==> config.mk <==
export PLATFORM = sky130hd
export DESIGN_NAME = crc32_key_partition_router_unit
export DESIGN_NICKNAME = d
export VERILOG_FILES = /design/src/rtl/core/crc_kpr_pkg.sv /design/src/rtl/core/crc_kpr_ctrl.sv /design/src/rtl/core/crc_kpr_datapath.sv /design/src/rtl/core/crc32_key_partition_router_unit.sv
export SDC_FILE = /design/constraint.sdc
export NUM_CORES = 1
export LEC_CHECK = 0
export BUFFER_PORTS_ARGS = -buffer_cell sky130_fd_sc_hd__buf_2
export CAP_MARGIN = 20
export CORE_UTILIZATION = 28
export DETAILED_ROUTE_END_ITERATION = 10
export GPL_ROUTABILITY_DRIVEN = 0
export GPL_TIMING_DRIVEN = 1
export SKIP_CTS_REPAIR_TIMING = 1
export SLEW_MARGIN = 25
export SYNTH_ARGS = -nofsm -noshare
export SYNTH_HDL_FRONTEND = slang
export SYNTH_SLANG_ARGS = --single-unit
==> constraint.sdc <==
create_clock -name clk -period 6.7 [get_ports clk]
set_clock_uncertainty 0.1 [all_clocks]
set_input_delay 0.67 -clock clk [delete_from_list [all_inputs] [get_ports clk]]
set_output_delay 0.67 -clock clk [all_outputs]
set_load 0.005 [all_outputs]
==> src/rtl/core/crc_kpr_pkg.sv <==
`timescale 1ns / 1ps
// ----------------------------------------------------------------------------
// crc_kpr_pkg
// Shared types, constants and the CRC-32 byte update for the key router.
// ----------------------------------------------------------------------------
package crc_kpr_pkg;

  localparam logic [31:0] CRC_POLY   = 32'hEDB8_8320;
  localparam logic [31:0] CRC_PRESET = 32'hFFFF_FFFF;
  localparam int          DIV_STEPS  = 32;
  localparam int          CNT_W      = $clog2(DIV_STEPS);

  typedef struct packed {
    logic [7:0] key_byte;
    logic       is_last;
    logic       is_empty;
  } key_item_t;

  typedef struct packed {
    logic [15:0] part_id;
    logic [31:0] key_hash;
  } result_item_t;

  typedef enum logic [0:0] {
    ST_IDLE,
    ST_DIVIDE
  } ctrl_state_t;

  // Commands from the controller to the datapath
  typedef struct packed {
    logic crc_update;   // fold a middle byte into the running CRC
    logic crc_final;    // fold the last byte, load the divider, restart the CRC
    logic crc_restart;  // drop a partial key
    logic put_empty;    // load the result register with the empty-key result
    logic div_step;     // one restoring division step
    logic put_div;      // load the result register with hash and remainder
  } dp_cmd_t;

  // Status from the datapath to the controller
  typedef struct packed {
    logic result_full;
    logic div_last;
  } dp_status_t;

  // Reflected CRC-32, one byte, eight bit steps
  function automatic logic [31:0] crc_byte_update(input logic [31:0] crc,
                                                  input logic [7:0]  data);
    logic [31:0] c;
    c = crc ^ {24'h0, data};
    for (int i = 0; i < 8; i++) begin
      c = c[0] ? ((c >> 1) ^ CRC_POLY) : (c >> 1);
    end
    return c;
  endfunction

endpackage

==> src/rtl/core/crc_kpr_ctrl.sv <==
`timescale 1ns / 1ps
// ----------------------------------------------------------------------------
// crc_kpr_ctrl
// Controller: input handshake and sequencing of CRC and modulo steps.
// ----------------------------------------------------------------------------
module crc_kpr_ctrl (
  input  logic                    clk,
  input  logic                    rst,
  input  logic                    key_valid,
  input  logic                    is_last,
  input  logic                    is_empty,
  input  logic                    result_stall,
  input  crc_kpr_pkg::dp_status_t status,
  output logic                    key_stall,
  output crc_kpr_pkg::dp_cmd_t    cmd
);
  import crc_kpr_pkg::*;

  ctrl_state_t state;
  ctrl_state_t state_next;
  logic        accept;

  always_ff @(posedge clk) begin
    if (rst) begin
      state <= ST_IDLE;
    end else begin
      state <= state_next;
    end
  end

  always_comb begin
    state_next = state;
    cmd        = '0;
    key_stall  = 1'b1;
    accept     = 1'b0;
    unique case (state)
      ST_IDLE: begin
        // hold input while a result waits and is not being taken
        key_stall = status.result_full && result_stall;
        accept    = key_valid && !key_stall;
        if (accept) begin
          if (is_empty) begin
            cmd.crc_restart = 1'b1;
            cmd.put_empty   = 1'b1;
          end else if (is_last) begin
            cmd.crc_final = 1'b1;
            state_next    = ST_DIVIDE;
          end else begin
            cmd.crc_update = 1'b1;
          end
        end
      end
      ST_DIVIDE: begin
        cmd.div_step = 1'b1;
        if (status.div_last) begin
          cmd.put_div = 1'b1;
          state_next  = ST_IDLE;
        end
      end
      default: begin
        state_next = ST_IDLE;
      end
    endcase
  end

endmodule

==> src/rtl/core/crc_kpr_datapath.sv <==
`timescale 1ns / 1ps
// ----------------------------------------------------------------------------
// crc_kpr_datapath
// Running CRC, partition count register, bit-serial divider, result register.
// ----------------------------------------------------------------------------
module crc_kpr_datapath (
  input  logic                      clk,
  input  logic                      rst,
  input  logic [7:0]                key_byte,
  input  logic                      cfg_valid,
  input  logic [15:0]               cfg_data,
  input  crc_kpr_pkg::dp_cmd_t      cmd,
  input  logic                      result_stall,
  output crc_kpr_pkg::dp_status_t   status,
  output logic                      result_valid,
  output crc_kpr_pkg::result_item_t result_item
);
  import crc_kpr_pkg::*;

  logic [31:0]      running_crc;
  logic [15:0]      part_total;
  logic [31:0]      hash;
  logic [31:0]      dividend;
  logic [15:0]      remainder;
  logic [CNT_W-1:0] step_count;

  logic [31:0] crc_next;
  logic [16:0] shifted;
  logic [16:0] diff;
  logic [15:0] remainder_next;

  assign crc_next = crc_byte_update(running_crc, key_byte);

  // restoring step: remainder stays below the divisor, so 16 bits suffice
  assign shifted        = {remainder, dividend[31]};
  assign diff           = shifted - {1'b0, part_total};
  assign remainder_next = diff[16] ? shifted[15:0] : diff[15:0];

  assign status.div_last    = (step_count == CNT_W'(DIV_STEPS - 1));
  assign status.result_full = result_valid;

  always_ff @(posedge clk) begin
    if (rst) begin
      running_crc  <= CRC_PRESET;
      part_total   <= 16'd1;
      result_valid <= 1'b0;
    end else begin
      if (cfg_valid) begin
        part_total <= cfg_data;
      end
      if (cmd.crc_update) begin
        running_crc <= crc_next;
      end else if (cmd.crc_final || cmd.crc_restart) begin
        running_crc <= CRC_PRESET;
      end
      if (cmd.put_empty || cmd.put_div) begin
        result_valid <= 1'b1;
      end else if (result_valid && !result_stall) begin
        result_valid <= 1'b0;
      end
    end
  end

  always_ff @(posedge clk) begin
    if (cmd.crc_final) begin
      hash       <= ~crc_next;
      dividend   <= ~crc_next;
      remainder  <= '0;
      step_count <= '0;
    end else if (cmd.div_step) begin
      dividend   <= {dividend[30:0], 1'b0};
      remainder  <= remainder_next;
      step_count <= step_count + 1'b1;
    end
    if (cmd.put_empty) begin
      result_item <= '0;
    end else if (cmd.put_div) begin
      result_item.key_hash <= hash;
      result_item.part_id  <= (part_total == 16'd0) ? 16'd0 : remainder_next;
    end
  end

endmodule

==> src/rtl/core/crc32_key_partition_router_unit.sv <==
`timescale 1ns / 1ps
// ----------------------------------------------------------------------------
// crc32_key_partition_router_unit
// Hashes key bytes with CRC-32 and picks a partition as CRC mod count.
// ----------------------------------------------------------------------------
//
//   channel   direction  handshake               payload
//   key       in         key_valid / key_stall   key_item_t    (byte, last, empty)
//   result    out        result_valid / _stall   result_item_t (partition, hash)
//   cfg       in         cfg_valid / cfg_ready   partition count, 16 bits
//
// Bytes of one key stream back to back unless the result register is full
// and result_stall is high. A last byte is folded in, then 32 steps of the
// bit-serial restoring divider form CRC mod the partition count. Reset
// (rst, synchronous) presets the CRC to all ones, sets the partition count
// to 1 and empties the result register.
// Input stalls while the result register is full and result_stall is high,
// and for the whole division.
//
module crc32_key_partition_router_unit (
  input  logic                      clk,
  input  logic                      rst,
  input  logic                      key_valid,
  output logic                      key_stall,
  input  crc_kpr_pkg::key_item_t    key_item,
  output logic                      result_valid,
  input  logic                      result_stall,
  output crc_kpr_pkg::result_item_t result_item,
  input  logic                      cfg_valid,
  output logic                      cfg_ready,
  input  logic [15:0]               cfg_data
);
  import crc_kpr_pkg::*;

  dp_cmd_t    cmd;
  dp_status_t status;

  // register writes are never held off
  assign cfg_ready = 1'b1;

  crc_kpr_ctrl u_ctrl (
    .clk          (clk),
    .rst          (rst),
    .key_valid    (key_valid),
    .is_last      (key_item.is_last),
    .is_empty     (key_item.is_empty),
    .result_stall (result_stall),
    .status       (status),
    .key_stall    (key_stall),
    .cmd          (cmd)
  );

  crc_kpr_datapath u_datapath (
    .clk          (clk),
    .rst          (rst),
    .key_byte     (key_item.key_byte),
    .cfg_valid    (cfg_valid),
    .cfg_data     (cfg_data),
    .cmd          (cmd),
    .result_stall (result_stall),
    .status       (status),
    .result_valid (result_valid),
    .result_item  (result_item)
  );

endmodule

# Yosys cells after proc, flatten, opt, wreduce, memory -nomap -nowiden

Index checks and enable logic that the tools add are counted.

Equality and inequality tests: 1
Bitwise operators: 11
Add/subtract/negate cells: 2
Multiplexer cells: 29
Reduce and logical (&&, ||, !) cells: 11

Operators with widths:

| operator                                                      | count |
|---|---|
| 32-bit two-way mux                                            | 12 |
| 13-bit inverter with 14-bit output                            | 8 |
| 16-bit two-way mux                                            | 2 |
| 32-bit inverter                                               | 1 |
| 32-bit by 8-bit bitwise XOR with 32-bit output                | 1 |
| 17-bit by 16-bit subtractor with 17-bit output                | 1 |
| 16-bit logical NOT                                            | 1 |
| 1-bit two-way mux                                             | 9 |
| 4-bit two-way mux                                             | 2 |
| 2-bit two-way mux                                             | 3 |
| 2-bit nonzero test                                            | 3 |
| 5-bit by 1-bit adder with 5-bit output, second input constant | 1 |
| 5-bit equality test, second input constant                    | 1 |
| 1-bit logical AND                                             | 3 |
| 1-bit logical NOT                                             | 2 |
| 1-bit logical OR                                              | 2 |
| 1-bit case mux with 2 select lines                            | 1 |
| 1-bit inverter                                                | 1 |

Bits in registers: 183

# Depth between registers and ports, before layout

Depth in word-level cells: 19
Depth in mapped cells: 13
Gate-level depth less buffers: 10

# Hierarchy

From an unflattened synthesis, not the netlist that was laid out.

Cell total of the unflattened synthesis: 836
Area total of the unflattened synthesis: 8,829.7 µm²

Modules (own cells, without submodules):

| module                          | sequential area each (µm²) | instances | area an instance (µm²) | cells an instance |
|---|---|---|---|---|
| crc_kpr_datapath                | 4,284.1                    | 1         | 8,700.8                | 822 |
| crc_kpr_ctrl                    | 20.0                       | 1         | 117.6                  | 12 |
| crc32_key_partition_router_unit | 0.0                        | 1         | 11.3                   | 2 |

# Worst setup path after synthesis

No wires, ideal clock.

Path kind: in2reg
Start: in result_stall
End: reg u_datapath.hash[0] (enable)
Stages: 6
Data required time: 6.191 ns
Arrival: 2.535 ns
Setup slack: 3.656 ns
Cells stage by stage: nand2_1 -> nand2_1 -> nor2_1 -> nand2_1 -> clkinv_1 -> clkbuf_1

RTL lines:

| element                | line                                  | RTL |
|---|---|---|
| start: declaration     | crc32_key_partition_router_unit.sv:27 | `input logic result_stall,` |
| end signal: assignment | crc_kpr_datapath.sv:66                | `hash <= ~crc_next;` |
| end: declaration       | crc_kpr_datapath.sv:22                | `logic [31:0] hash;` |

# Final worst setup path

Start: reg u_datapath.dividend[31]
End: reg u_datapath.remainder[10]

Word-level cells in the longest chain between the ends: 2

RTL lines:

| element                                        | line                   | RTL |
|---|---|---|
| start: declaration                             | crc_kpr_datapath.sv:23 | `logic [31:0] dividend;` |
| start signal: assignment                       | crc_kpr_datapath.sv:67 | `dividend <= ~crc_next;` |
| start signal: assignment                       | crc_kpr_datapath.sv:71 | `dividend <= {dividend[30:0], 1'b0};` |
| 17-bit by 16-bit subtractor with 17-bit output | crc_kpr_datapath.sv:36 | `assign diff = shifted - {1'b0, part_total};` |
| 16-bit two-way mux                             | crc_kpr_datapath.sv:37 | `assign remainder_next = diff[16] ? shifted[15:0] : diff[15:0];` |
| end signal: assignment                         | crc_kpr_datapath.sv:72 | `remainder <= remainder_next;` |
| end: declaration                               | crc_kpr_datapath.sv:24 | `logic [15:0] remainder;` |

No other way between the ends.
A chain may end at the register's enable or synchronous reset.

==> metrics.md <==
| Metric | Value |
|---|---|
| Status | `completed` |
| Setup violators final | `0` |
| H-tree depth | `4` |
| Post-Syn Instances | `~900` |
| Net Count, Synth | `approximately 950` |
| Commonest non-fill, non-tap cell in the layout | `nand2_1` |
| Final Cycle Share | `a little under half` |
| HPWL Detailed | `14370 um` |
| Die ar. | `about 31000 um2` |
| Max Fclk | `323.0 MHz` |
| TritonRoute pass-1 iters | `6` |
| Clk sinks | `about 180` |
| Final Core Density | `33.25%` |
| Synth Warn # | `0` |
| Crit-path max FO | `35` |
| CTS tree | `done` |
| Lkg Pwr | `around 4 nW` |
| Setup tns final | `0 ns` |
| Crit Path Category | `reg2reg` |
| Slew Limit Fails | `0` |
| Final Hold Fails | `0` |
| Largest net degree at the start of global routing | `51` |
| Clock tree buffer depth | `2` |
| Overflow after GRT | `0` |
| R2R cell count | `11` |
| Clock-pin slew on the worst setup and hold paths | `about 0.07 ns` |
| Synthesis-to-layout area growth | `16.51%` |
| First-pass GRT wire length | `approximately 32000 um` |
| Worst-margin pin slew | `0.8502 ns` |
| Synth unique cells | `52` |
| Seq cells post-synth | `between 150 and 200` |
| Peak supply drop | `198.5 uV` |
| Fin nets | `a little over 1000` |
| Syn_area_per_cell | `~9.5 um2` |
| Sequential-to-total area share from yosys stat | `about half` |
| Die height | `176.3 um` |
| CP startpoint kind | `register` |
| Synth top area cells | `dfxtp_1, edfxtp_1, nand2_1` |
| CTS root buf | `clkbuf_16` |
| Core ar. | `about 30000 um2` |
| CP required | `between 6 and 7 ns` |
| Clock Latency Late Sink | `about 0.43 ns` |
| Initial antenna violation count | `0` |
| Via density | `around 4.7` |
| ANT nets after route | `0` |
| Crit-path slowest cell | `and2_4` |
| CP Cell Sequence | `inv_1 > ha_1 > fa_1 > nand2b_1 > a21oi_1 > o211ai_1 > o21ai_1 > a21o_1 > buf_4 > and2_4 > a311o_1` |
| DRC | `0` |
| Crit path largest cell delay | `~0.41 ns` |
| Min cycle time layout | `~3.1 ns` |
| PortBufs | `80` |
| Initial drt markers | `478` |
| Top_reg_cell synth | `dfxtp_1` |
| Unrepaired setup endpoints after global routing | `no` |
| GRT Overall Usage | `a little over an eighth` |
| Drt total wl | `around 20000 um` |
| Setup crit end kind | `register` |
| Largest area contributor in the netlist | `dfxtp_1` |
| EDFF count, synth | `between 60 and 70` |
| Crit path DAT | `~3.4 ns` |
| Mapped Area | `about 8500 um2` |
| I/O pin count | `82` |
| # diodes | `0` |
| Cell Pwr Density | `342.3 nW/um2` |
| Most frequent cells in the layout | `nand2_1, dfxtp_1, buf_2` |
| Max Cap Violations | `0` |
| CTS buffer count | `17` |
| Via count | `~6300` |
| WL/cell | `around 15 um` |
| Initial core utilization | `between 20% and 30%` |
| Worst Hold Class | `reg2reg` |
| Share of cells above drive strength 1 | `14.70%` |
| Number of global-route vias before repair | `5789` |
| Relative slew slack | `43.32%` |
| Die width | `~180 um` |
| Std-Cell Rows | `63` |
| Synth async-reset ratio | `0%` |
| Share of the synthesized area in the top cell type | `between 20 and 30%` |
| Worst Hold Depth | `2` |
[sequential cells by signal, summed over array words and instances, names as in the netlist]
signal / flops
u_datapath.running_crc: 32
u_datapath.part_total: 16
u_datapath.result_item: 48
u_ctrl.state: 1
u_datapath.dividend: 32
u_datapath.step_count: 5
u_datapath.result_valid: 1
u_datapath.remainder: 16
u_datapath.hash: 32
[Yosys cell counts (3+ instances only)]
cell type  count
nand2_1      193
dfxtp_1      119
edfxtp_1      64
a21oi_1       58
xnor2_1       47
clkbuf_1      44
nor2_1        41
inv_1         39
nand2b_1      35
o21ai_0       33
xor2_1        28
o211ai_1      22
o22ai_1       19
ha_1          18
mux2i_1       17
nand4_1       17
a21o_1        11
a221o_1        9
nand3_1        9
and2_1         8
xnor2_2        6
a211oi_1       5
nor4_1         5
a31oi_1        4
and3_1         4
buf_6          4
nor2b_1        3
o21a_1         3
o31ai_1        3
or2_2          3
[cell type report]
class,count,area [um2]
clock buffers,18,439.2
clock inverters,14,190.2
fillers,3086,19890
inverters,40,150.1
multi-input cells,624,3830
flip-flops and latches,183,4304
well taps,390,488.0
repair buffers,94,505.5
[worst paths after layout]
| check | slack, ns | start | end |
|---|---|---|---|
| hold reg to reg | 0.35 | u_datapath.result_item[22] | u_datapath.result_item[22] |
| setup / recovery | 3.60 | u_datapath.dividend[31] | u_datapath.remainder[10] |
| setup reg to reg | 3.60 | u_datapath.dividend[31] | u_datapath.remainder[10] |
| hold / removal | 0.35 | u_datapath.result_item[22] | u_datapath.result_item[22] |
[report_power, final]
group | internal, mW | total [mW] | switching (mW)
clock network | 0.610 | 1.07 | 0.458
registers | 1.26 | 1.33 | 0.0652
logic | 0.367 | 0.998 | 0.632
[stage by stage]
step | instances | hold slack (ns) | total power, mW | area (um2) | setup slack [ns]
global route | 1363 | 0.3751 | 3.585 | 9907 | 3.334
floorplan | 898 | 0.3495 | 2.129 | 8503 | 3.656
finish | 1363 | 0.3522 | 3.392 | 9907 | 3.604
global placement | 1331 | 0.3420 | 2.339 | 9278 | 3.562
CTS | 1363 | 0.3540 | 3.422 | 9907 | 3.595
detailed placement | 1331 | 0.3444 | 2.344 | 9278 | 3.541
[cells by family (layout without fill, tap and decap cells)]
logic type / count (synthesis) / in the layout / synth area share (%)
xor gates and xnor gates: 85 / 85 / 9.903
buffers and inverters: 91 / 166 / 4.444
and+or+nand+nor: 324 / 324 / 16.88
other: 1 / 1 / 0.04410
DFF: 183 / 183 / 50.62
muxes: 17 / 17 / 2.001
adders and majority gates: 19 / 19 / 2.884
AOI/OAI and AO/OA: 178 / 178 / 13.23
[worst max-delay path, delay by kind of cell (launching register included)]
kind	cells	cell delay, ns
compound gates	5	1.02
simple gates	2	0.58
buf+inv	2	0.39
flops	1	0.32
fa+ha+maj	2	0.61
[routing by layer]
layer	part of all wire (%)	GRT usage [%]	vias up	wire length [um]
li1	-	-	3191	-
met3	4.4	2.713	14	894
met5	0	0	-	0
met2	47	21.08	133	9397
met4	1.1	3.986	0	230
met1	48	18.08	3005	9568
Note: power is estimated with default switching activity, not from simulation.
